File: config.mk
export PLATFORM = sky130hd
export DESIGN_NAME = keypad_debounce_autorepeat_scanner
export DESIGN_NICKNAME = d
export VERILOG_FILES = /design/src/kdas_pkg.sv /design/src/kdas_state_mem.sv /design/src/kdas_btn_update.sv /design/src/keypad_debounce_autorepeat_scanner.sv
export SDC_FILE = /design/constraint.sdc
export NUM_CORES = 1
export LEC_CHECK = 0
export ABC_AREA = 1
export BUFFER_PORTS_ARGS = -buffer_cell sky130_fd_sc_hd__buf_2
export CORE_UTILIZATION = 45
export DETAILED_ROUTE_END_ITERATION = 10
export PLACE_DENSITY_LB_ADDON = 0.2
export SLEW_MARGIN = 20
export SYNTH_ARGS = -nofsm -noshare
export SYNTH_HDL_FRONTEND = slang
export SYNTH_SLANG_ARGS = --single-unit
File: constraint.sdc
create_clock -name i_clk -period 4.87 [get_ports i_clk]
set_input_delay 0.487 -clock i_clk [delete_from_list [all_inputs] [get_ports i_clk]]
set_output_delay 0.487 -clock i_clk [all_outputs]
set_load 0.05 [all_outputs]
File: src/kdas_pkg.sv
`timescale 1ns / 1ps
`default_nettype none

package kdas_pkg;

    // Button count and derived widths
    localparam int NumButtons = 8;
    localparam int IdxW       = (NumButtons > 1) ? $clog2(NumButtons) : 1;
    localparam int LevelW     = 8;
    localparam int LimW       = 14;
    localparam int CntW       = 15;
    localparam int KindW      = 2;
    localparam int BtnW       = 3;
    localparam int CfgIdxW    = 2;

    // Register reset values
    localparam logic [LimW-1:0] DebounceReset  = LimW'(5);
    localparam logic [LimW-1:0] LongPressReset = LimW'(100);
    localparam logic [LimW-1:0] RptReset       = LimW'(20);

    // Register indexes
    localparam logic [CfgIdxW-1:0] CFG_DEBOUNCE   = 2'd0;
    localparam logic [CfgIdxW-1:0] CFG_LONG_PRESS = 2'd1;
    localparam logic [CfgIdxW-1:0] CFG_RPT        = 2'd2;

    typedef enum logic [1:0] {
        MODE_OFF  = 2'd0,
        MODE_ON   = 2'd1,
        MODE_HELD = 2'd2
    } t_mode;

    typedef enum logic [KindW-1:0] {
        KIND_ON     = 2'd0,
        KIND_REPEAT = 2'd1,
        KIND_TWO    = 2'd2
    } t_kind;

    typedef enum logic [1:0] {
        EV_NONE   = 2'd0,
        EV_ON     = 2'd1,
        EV_REPEAT = 2'd2
    } t_evt;

    // One memory word: the whole state of one button
    typedef struct packed {
        t_mode            mode;
        logic [CntW-1:0]  dc;
        logic [CntW-1:0]  pc;
    } t_btn_state;

    typedef struct packed {
        logic [LimW-1:0] debounce;
        logic [LimW-1:0] long_press;
        logic [LimW-1:0] rpt_interval;
    } t_limits;

endpackage

`default_nettype wire

File: src/kdas_state_mem.sv
`timescale 1ns / 1ps
`default_nettype none

module kdas_state_mem (
    input  wire logic                           i_clk,
    input  wire logic                           i_rst_n,
    input  wire logic                           i_rd_en,
    input  wire logic [kdas_pkg::IdxW-1:0]      i_rd_addr,
    output kdas_pkg::t_btn_state                o_rd_data,
    input  wire logic                           i_wr_en,
    input  wire logic [kdas_pkg::IdxW-1:0]      i_wr_addr,
    input  wire kdas_pkg::t_btn_state           i_wr_data
);

    kdas_pkg::t_btn_state                   mem [kdas_pkg::NumButtons];
    logic [kdas_pkg::NumButtons-1:0]        r_written;
    kdas_pkg::t_btn_state                   r_rd_data;
    logic                                   r_rd_hit;

    // Store the word; an entry never written reads as the reset state
    always_ff @(posedge i_clk) begin
        if (i_wr_en) begin
            mem[i_wr_addr] <= i_wr_data;
        end
        if (i_rd_en) begin
            r_rd_data <= mem[i_rd_addr];
        end
    end

    // Track written entries and register the hit with the read data
    always_ff @(posedge i_clk) begin
        if (!i_rst_n) begin
            r_written <= '0;
            r_rd_hit  <= 1'b0;
        end else begin
            if (i_wr_en) begin
                r_written[i_wr_addr] <= 1'b1;
            end
            if (i_rd_en) begin
                r_rd_hit <= r_written[i_rd_addr];
            end
        end
    end

    assign o_rd_data = r_rd_hit ? r_rd_data : '0;

endmodule

`default_nettype wire

File: src/kdas_btn_update.sv
`timescale 1ns / 1ps
`default_nettype none

module kdas_btn_update (
    input  wire kdas_pkg::t_btn_state   i_cur,
    input  wire logic                   i_pressed,
    input  wire kdas_pkg::t_limits      i_limits,
    output kdas_pkg::t_btn_state        o_next,
    output kdas_pkg::t_evt              o_evt
);

    logic [kdas_pkg::CntW-1:0] w_dc_inc;
    logic [kdas_pkg::CntW-1:0] w_pc_inc;
    logic [kdas_pkg::CntW-1:0] w_debounce;
    logic [kdas_pkg::CntW-1:0] w_long_press;
    logic [kdas_pkg::CntW-1:0] w_rpt_interval;

    assign w_dc_inc       = i_cur.dc + 1'b1;
    assign w_pc_inc       = i_cur.pc + 1'b1;
    assign w_debounce     = {1'b0, i_limits.debounce};
    assign w_long_press   = {1'b0, i_limits.long_press};
    assign w_rpt_interval = {1'b0, i_limits.rpt_interval};

    // Advance the debounce and press counters, move between modes
    always_comb begin
        o_next = i_cur;
        o_evt  = kdas_pkg::EV_NONE;
        case (i_cur.mode)
            kdas_pkg::MODE_OFF: begin
                if (i_pressed) begin
                    o_next.dc = w_dc_inc;
                    if (w_dc_inc > w_debounce) begin
                        o_next.mode = kdas_pkg::MODE_ON;
                        o_next.dc   = '0;
                        o_next.pc   = '0;
                        o_evt       = kdas_pkg::EV_ON;
                    end
                end else begin
                    o_next.dc = '0;
                end
            end
            kdas_pkg::MODE_ON, kdas_pkg::MODE_HELD: begin
                if (!i_pressed) begin
                    o_next.dc = w_dc_inc;
                    if (w_dc_inc > w_debounce) begin
                        o_next.mode = kdas_pkg::MODE_OFF;
                        o_next.dc   = '0;
                    end
                end else begin
                    o_next.dc = '0;
                    o_next.pc = w_pc_inc;
                    if (i_cur.mode == kdas_pkg::MODE_ON) begin
                        if (w_pc_inc > w_long_press) begin
                            o_next.mode = kdas_pkg::MODE_HELD;
                            o_next.pc   = '0;
                        end
                    end else if (w_pc_inc > w_rpt_interval) begin
                        o_next.pc = '0;
                        o_evt     = kdas_pkg::EV_REPEAT;
                    end
                end
            end
            default: begin
                o_next = i_cur;
            end
        endcase
    end

endmodule

`default_nettype wire

File: src/keypad_debounce_autorepeat_scanner.sv
`timescale 1ns / 1ps
`default_nettype none

// Keypad scanner with debounce, long press and auto-repeat. Each input item is
// one tick of raw active-low button levels and gives exactly one result item,
// which carries an event or all zeros. The per-button state sits in a small
// state memory with one read and one write port; a sequencer visits one button
// per cycle, reading the next button while writing back the current one, and
// stops at the first button that gives an event, so a tick visits 1 to 8
// buttons. The block takes no new tick while a scan runs and is ready for the
// next one once the result is loaded. A stalled output holds the scan at its
// last button. The state memory needs no clearing pass after reset.
// Configuration writes are always ready and belong to idle periods.
module keypad_debounce_autorepeat_scanner (
    input  wire logic                               i_clk,
    input  wire logic                               i_rst_n,
    // input channel
    input  wire logic                               i_in_valid,
    output      logic                               o_in_stall,
    input  wire logic [kdas_pkg::LevelW-1:0]        i_raw_levels,
    // output channel
    output      logic                               o_out_valid,
    input  wire logic                               i_out_stall,
    output      logic                               o_event_valid,
    output      logic [kdas_pkg::KindW-1:0]         o_event_kind,
    output      logic [kdas_pkg::BtnW-1:0]          o_button_index,
    output      logic [kdas_pkg::BtnW-1:0]          o_other_button,
    // configuration channel
    input  wire logic                               i_cfg_valid,
    output      logic                               o_cfg_ready,
    input  wire logic [kdas_pkg::CfgIdxW-1:0]       i_cfg_index,
    input  wire logic [kdas_pkg::LimW-1:0]          i_cfg_data
);

    localparam logic [kdas_pkg::IdxW-1:0] IdxLast = kdas_pkg::IdxW'(kdas_pkg::NumButtons - 1);

    typedef enum logic {
        ST_IDLE,
        ST_SCAN
    } t_state;

    t_state                                 r_state, n_state;
    logic [kdas_pkg::IdxW-1:0]              r_idx, n_idx;
    logic [kdas_pkg::LevelW-1:0]            r_levels, n_levels;
    logic [kdas_pkg::NumButtons-1:0]        r_on_mask, n_on_mask;
    logic                                   r_out_valid, n_out_valid;
    logic                                   r_event_valid, n_event_valid;
    kdas_pkg::t_kind                        r_event_kind, n_event_kind;
    logic [kdas_pkg::BtnW-1:0]              r_button_index, n_button_index;
    logic [kdas_pkg::BtnW-1:0]              r_other_button, n_other_button;

    logic [kdas_pkg::LimW-1:0]              r_debounce_limit;
    logic [kdas_pkg::LimW-1:0]              r_long_press_limit;
    logic [kdas_pkg::LimW-1:0]              r_rpt_interval;
    kdas_pkg::t_limits                      w_limits;

    logic                                   w_in_accept;
    logic                                   w_out_free;
    logic                                   w_pressed;
    logic                                   w_finish;
    logic                                   w_advance;
    logic                                   w_rd_en;
    logic [kdas_pkg::IdxW-1:0]              w_rd_addr;
    logic [kdas_pkg::IdxW-1:0]              w_idx_inc;
    kdas_pkg::t_btn_state                   w_cur;
    kdas_pkg::t_btn_state                   w_next;
    kdas_pkg::t_evt                         w_evt;
    logic [kdas_pkg::NumButtons-1:0]        w_mask_upd;
    logic                                   w_other_hit;
    logic [kdas_pkg::IdxW-1:0]              w_other;

    // Configuration registers
    assign o_cfg_ready = 1'b1;

    always_ff @(posedge i_clk) begin
        if (!i_rst_n) begin
            r_debounce_limit   <= kdas_pkg::DebounceReset;
            r_long_press_limit <= kdas_pkg::LongPressReset;
            r_rpt_interval     <= kdas_pkg::RptReset;
        end else if (i_cfg_valid && o_cfg_ready) begin
            case (i_cfg_index)
                kdas_pkg::CFG_DEBOUNCE:   r_debounce_limit   <= i_cfg_data;
                kdas_pkg::CFG_LONG_PRESS: r_long_press_limit <= i_cfg_data;
                kdas_pkg::CFG_RPT:        r_rpt_interval     <= i_cfg_data;
                default: ;
            endcase
        end
    end

    assign w_limits.debounce     = r_debounce_limit;
    assign w_limits.long_press   = r_long_press_limit;
    assign w_limits.rpt_interval = r_rpt_interval;

    // Handshakes
    assign o_in_stall  = (r_state != ST_IDLE);
    assign w_in_accept = i_in_valid && !o_in_stall;
    assign w_out_free  = !r_out_valid || !i_out_stall;

    // Level of the button under scan; buttons past the pins read released
    assign w_pressed = (32'(r_idx) < kdas_pkg::LevelW) ?
                       !r_levels[3'(r_idx)] : 1'b0;

    kdas_btn_update u_btn_update (
        .i_cur     (w_cur),
        .i_pressed (w_pressed),
        .i_limits  (w_limits),
        .o_next    (w_next),
        .o_evt     (w_evt)
    );

    // Refresh the on-mode mask for this button and find the lowest other one
    always_comb begin
        w_mask_upd        = r_on_mask;
        w_mask_upd[r_idx] = (w_next.mode == kdas_pkg::MODE_ON);
        w_other_hit       = 1'b0;
        w_other           = '0;
        for (int j = kdas_pkg::NumButtons - 1; j >= 0; j--) begin
            if ((kdas_pkg::IdxW'(j) != r_idx) && w_mask_upd[j]) begin
                w_other_hit = 1'b1;
                w_other     = kdas_pkg::IdxW'(j);
            end
        end
    end

    // Write back the current button while reading the next one
    assign w_idx_inc = kdas_pkg::IdxW'(r_idx + 1'b1);
    assign w_finish  = (w_evt != kdas_pkg::EV_NONE) || (r_idx == IdxLast);
    assign w_advance = (r_state == ST_SCAN) && (!w_finish || w_out_free);
    assign w_rd_en   = w_in_accept || (w_advance && !w_finish);
    assign w_rd_addr = w_in_accept ? '0 : w_idx_inc;

    kdas_state_mem u_state_mem (
        .i_clk     (i_clk),
        .i_rst_n   (i_rst_n),
        .i_rd_en   (w_rd_en),
        .i_rd_addr (w_rd_addr),
        .o_rd_data (w_cur),
        .i_wr_en   (w_advance),
        .i_wr_addr (r_idx),
        .i_wr_data (w_next)
    );

    // Sequencer and result register next values
    always_comb begin
        n_state        = r_state;
        n_idx          = r_idx;
        n_levels       = r_levels;
        n_on_mask      = r_on_mask;
        n_out_valid    = r_out_valid;
        n_event_valid  = r_event_valid;
        n_event_kind   = r_event_kind;
        n_button_index = r_button_index;
        n_other_button = r_other_button;

        if (r_out_valid && !i_out_stall) begin
            n_out_valid = 1'b0;
        end

        case (r_state)
            ST_IDLE: begin
                if (w_in_accept) begin
                    n_levels = i_raw_levels;
                    n_idx    = '0;
                    n_state  = ST_SCAN;
                end
            end
            ST_SCAN: begin
                if (w_advance) begin
                    n_on_mask = w_mask_upd;
                    if (w_finish) begin
                        n_state     = ST_IDLE;
                        n_out_valid = 1'b1;
                        if (w_evt != kdas_pkg::EV_NONE) begin
                            n_event_valid  = 1'b1;
                            n_button_index = kdas_pkg::BtnW'(r_idx);
                            if (w_other_hit) begin
                                n_event_kind   = kdas_pkg::KIND_TWO;
                                n_other_button = kdas_pkg::BtnW'(w_other);
                            end else begin
                                n_event_kind   = (w_evt == kdas_pkg::EV_ON) ?
                                                 kdas_pkg::KIND_ON : kdas_pkg::KIND_REPEAT;
                                n_other_button = '0;
                            end
                        end else begin
                            n_event_valid  = 1'b0;
                            n_event_kind   = kdas_pkg::KIND_ON;
                            n_button_index = '0;
                            n_other_button = '0;
                        end
                    end else begin
                        n_idx = w_idx_inc;
                    end
                end
            end
            default: begin
                n_state = ST_IDLE;
            end
        endcase
    end

    // Hold state and registered outputs
    always_ff @(posedge i_clk) begin
        if (!i_rst_n) begin
            r_state        <= ST_IDLE;
            r_idx          <= '0;
            r_on_mask      <= '0;
            r_out_valid    <= 1'b0;
            r_levels       <= '0;
            r_event_valid  <= 1'b0;
            r_event_kind   <= kdas_pkg::KIND_ON;
            r_button_index <= '0;
            r_other_button <= '0;
        end else begin
            r_state        <= n_state;
            r_idx          <= n_idx;
            r_on_mask      <= n_on_mask;
            r_out_valid    <= n_out_valid;
            r_levels       <= n_levels;
            r_event_valid  <= n_event_valid;
            r_event_kind   <= n_event_kind;
            r_button_index <= n_button_index;
            r_other_button <= n_other_button;
        end
    end

    assign o_out_valid    = r_out_valid;
    assign o_event_valid  = r_event_valid;
    assign o_event_kind   = r_event_kind;
    assign o_button_index = r_button_index;
    assign o_other_button = r_other_button;

`ifndef SYNTH
    // An accepted item always starts a scan
    a_accept_starts_scan: assert property (@(posedge i_clk) disable iff (!i_rst_n)
        w_in_accept |=> (r_state == ST_SCAN) && (r_idx == '0))
        else $error("accepted item did not start a scan");

    // Write-back and look-ahead read never hit the same entry
    a_no_rw_overlap: assert property (@(posedge i_clk) disable iff (!i_rst_n)
        (w_advance && w_rd_en) |-> (w_rd_addr != r_idx))
        else $error("state memory read and write collide");

    // Scan index stays within the button range
    a_idx_range: assert property (@(posedge i_clk) disable iff (!i_rst_n)
        (r_state == ST_SCAN) |-> (32'(r_idx) < kdas_pkg::NumButtons))
        else $error("scan index out of range");

    // A result without an event carries all-zero fields
    a_no_event_zero: assert property (@(posedge i_clk) disable iff (!i_rst_n)
        (o_out_valid && !o_event_valid) |->
            ((o_event_kind == kdas_pkg::KIND_ON) && (o_button_index == '0) &&
             (o_other_button == '0)))
        else $error("empty result carries non-zero fields");

    // A new result is loaded only once the previous one has been taken
    a_no_overwrite: assert property (@(posedge i_clk) disable iff (!i_rst_n)
        (r_out_valid && i_out_stall) |=> r_out_valid)
        else $error("pending result dropped");
`endif

endmodule

`default_nettype wire
==> results.sh <==
export IMPL_status="completed"
export IMPL_synthMuxAreaShare_pct=0
export IMPL_cap_violations=0
export IMPL_p_per_area_nw_per_um2=494
export IMPL_synth_fa_ha_area_share_pct=4.03
export IMPL_rows=69
export IMPL_die_y_um=193
export IMPL_fin_crit_ns=4.49
export IMPL_final_cell_mix="nand2_1 (302), edfxtp_1 (288), inv_1 (142)"
export IMPL_yosysSeqAreaShare_pct=62.4
export IMPL_htree_levels=2
export IMPL_avgRoutedWirePerCell_um=19.4
export IMPL_grt_max_degree=129
export IMPL_synth_top_family_by_area="simple AND/OR/NAND/NOR gates"
export IMPL_synth_fp_nets=1634
export IMPL_ant_nets=0
export IMPL_areaGrowthSynthToFinish_pct=13.5
export IMPL_path_class="reg -> reg"
export IMPL_period_share_pct=92.1
export IMPL_port_buffers=39
export IMPL_max_freq_mhz=223
export IMPL_grt_pass1_vias=11000
export IMPL_syn_area_um2=16500
export IMPL_total_power_mw=9.24
export IMPL_grtUsageTotal_pct=21.2
export IMPL_yosysWarnings=0
export IMPL_drive_gt1_share_pct=12.9
export IMPL_worstSkewPairLatency_ns=0.54
export IMPL_initial_core_util_pct=46.0
export IMPL_synth_cell_type_count=50
export IMPL_ir_drop_uv=252
export IMPL_synth_xor_area_share_pct=0.904
export IMPL_synth_area_per_cell_um2=10.6
export IMPL_synth_edf_count=288
export IMPL_ys_top_cells_by_area="edfxtp_1 (53%), dfxtp_1 (9.8%), nand2_1 (7.0%), ha_1 (4.0%), inv_1 (3.5%)"
export IMPL_core_um2=35800
export IMPL_endpoint_kind="flip-flop"
export IMPL_crit_fanout=27
export IMPL_dp_cells=2016
export IMPL_hold_violations=0
export IMPL_synth_top_cell_area_share_pct=52.5
export IMPL_ys_ff_latch=369
export IMPL_die_x_um=193
export IMPL_cts_root_buf="clkbuf_16"
export IMPL_holdBufCountCts=0
export IMPL_maxSlewHeadroom_pct=21.4
export IMPL_drt_iter0_drc=940
export IMPL_final_common_cell="nand2_1"
export IMPL_cts_buffers=38
export IMPL_setup_ws_ns=0.385
export IMPL_clockBufferDepth=3
export IMPL_dpl_worst_slack_ns=0.0384
export IMPL_ioPinCount=41
export IMPL_start_kind="flip-flop"
export IMPL_critical_path_arrival_ns=4.73
export IMPL_num_nets_final=1685
export IMPL_final_instance_count_excl_fill=2091
export IMPL_antenna_found_initial=0
export IMPL_synthArstFlopShare_pct=0
export IMPL_gp_congestion=0.865
export IMPL_fill_cells=3097
export IMPL_via_per_inst=5.57
export IMPL_tritoncts="done"
export IMPL_vias=11600
export IMPL_power_leakage_nw=7.11
export IMPL_post_dp_hpwl_mm=24.6
export IMPL_synth_compound_area_share_pct=12.4
export IMPL_tightest_slew_ns=1.17
export IMPL_die_area_um2=37400
export IMPL_final_setup_viol_count=0
export IMPL_drv_slew=0
export IMPL_skew_ns=0.0153
export IMPL_clk_pin_slew_ns=0.06
export IMPL_hold_path_class="in -> reg"
export IMPL_critPathRequiredTime_ns=5.11
export IMPL_tns_ns=0
export IMPL_yosys_area_top_type="edfxtp_1"
export IMPL_cts_sinks=369
export IMPL_synth_cells=1552
export IMPL_yosys_most_used_dff="edfxtp_1"
export IMPL_final_util_pct=52.2
export IMPL_wl_mm=40.6
export IMPL_dr_pass1_iters=6
export IMPL_n_antenna_cell=0
export IMPL_synth_simple_area_share_pct=14.6
export IMPL_drc=0
export IMPL_grt_overflow=0
export IMPL_grt_pass1_wl_mm=62.2
synth_stat cells (2+ instances only):
master / instances
a21oi_1: 109
a21oi_2: 2
a22oi_1: 2
a31oi_1: 34
buf_1: 7
buf_2: 3
buf_4: 2
clkbuf_1: 63
clkinv_1: 3
dfxtp_1: 81
edfxtp_1: 288
ha_1: 53
inv_1: 154
inv_2: 2
nand2_1: 305
nand2_2: 15
nand2_4: 4
nand3_1: 89
nand3_2: 8
nand3b_1: 2
nand4_1: 7
nor2_1: 72
nor2_2: 6
nor2_4: 2
nor3_1: 18
o211ai_1: 9
o21a_1: 2
o21ai_0: 83
o21ai_1: 3
o221ai_1: 64
o22ai_1: 21
o32ai_1: 2
or2_2: 5
xnor2_1: 2
xor2_1: 15
power breakdown:
group          total, mW  switching, mW  internal, mW
clock network       2.67           1.16          1.51
logic               2.49           1.76         0.728
registers           4.07          0.117          3.96
total               9.24           3.04          6.20
metal layers:
layer	wire, µm	global-route usage [%]	part of all wire (%)
met1	19200	31.5	47
met2	18100	32.5	45
met3	2570	3.05	6.3
met4	708	5.78	1.7
met5	0	0	0
sequential cells by signal, indices dropped and copies added (netlist names):
| signal | count |
|---|---|
| r_idx | 3 |
| u_state_mem.r_rd_hit | 1 |
| o_out_valid | 1 |
| u_state_mem.r_written | 8 |
| o_in_stall | 1 |
| o_button_index | 3 |
| u_state_mem.mem | 256 |
| u_state_mem.r_rd_data | 32 |
| r_long_press_limit | 14 |
| r_on_mask | 8 |
| o_event_kind | 2 |
| o_other_button | 3 |
| o_event_valid | 1 |
| r_levels | 8 |
| r_debounce_limit | 14 |
| r_rpt_interval | 14 |
critical path: stages, from the launching register on:
cell and delay [ns]:
dfxtp_2 0.38, buf_6 0.26, nand2_1 0.16, inv_1 0.12, ha_1 0.14, inv_1 0.05, nor2_1 0.13, nand2_1 0.12
nor2_4 0.15, inv_1 0.07, nor4_1 0.23, xor2_1 0.22, inv_1 0.06, ha_1 0.28, and3_1 0.18, nand4_1 0.25
nand4_1 0.20, o21ai_1 0.10, inv_2 0.09, nand3_4 0.10, nand2_4 0.14, clkbuf_4 0.19, nand2_1 0.12, clkinvlp_4 0.22
clkbuf_16 0.21
worst paths after layout:
path	slack, ns	startpoint	end	cells after the start
max	0.38	u_state_mem.r_rd_hit	u_state_mem.mem[7][31]	24
max reg2reg	0.38	u_state_mem.r_rd_hit	u_state_mem.mem[7][31]	24
min reg2reg	0.46	u_state_mem.r_written[5]	u_state_mem.r_written[5]	2
min	0.21	i_raw_levels[1]	r_levels[1]	3
repair_timing:
action / 4_1_cts / 5_1_grt
buffers inserted: 0 / 3
endpoints found under the hold margin: 0 / 0
resized for setup: 0 / 27
setup endpoints to repair: 0 / 393
metrics by stage:
step	hold slack, ns	cell area [µm²]
2_1_floorplan	0.430	16500
3_3_place_gp	0.447	17400
3_5_place_dp	0.451	17400
4_1_cts	0.195	18500
5_1_grt	0.236	18700
6_report	0.208	18700
final cells by class:
| cell class | count | area (µm²) | area share, % |
|---|---|---|---|
| inverters | 159 | 612 | 3.27 |
| well taps | 461 | 577 | 3.09 |
| clock buffers | 56 | 1060 | 5.68 |
| multi-input cells | 946 | 5340 | 28.6 |
| flip-flops and latches | 369 | 10300 | 55.0 |
| clock inverters | 11 | 68.8 | 0.368 |
| repair buffers | 89 | 759 | 4.06 |
cells by family after synthesis:
group | after synthesis
AND/OR/NAND/NOR | 540
flip-flops | 369
AO/OA/AOI/OAI | 335
buffers and inverters | 237
adder cells (fa/ha/maj) | 53
XOR/XNOR | 17
other | 1
No activity file was read; power rests on OpenSTA's default activity.
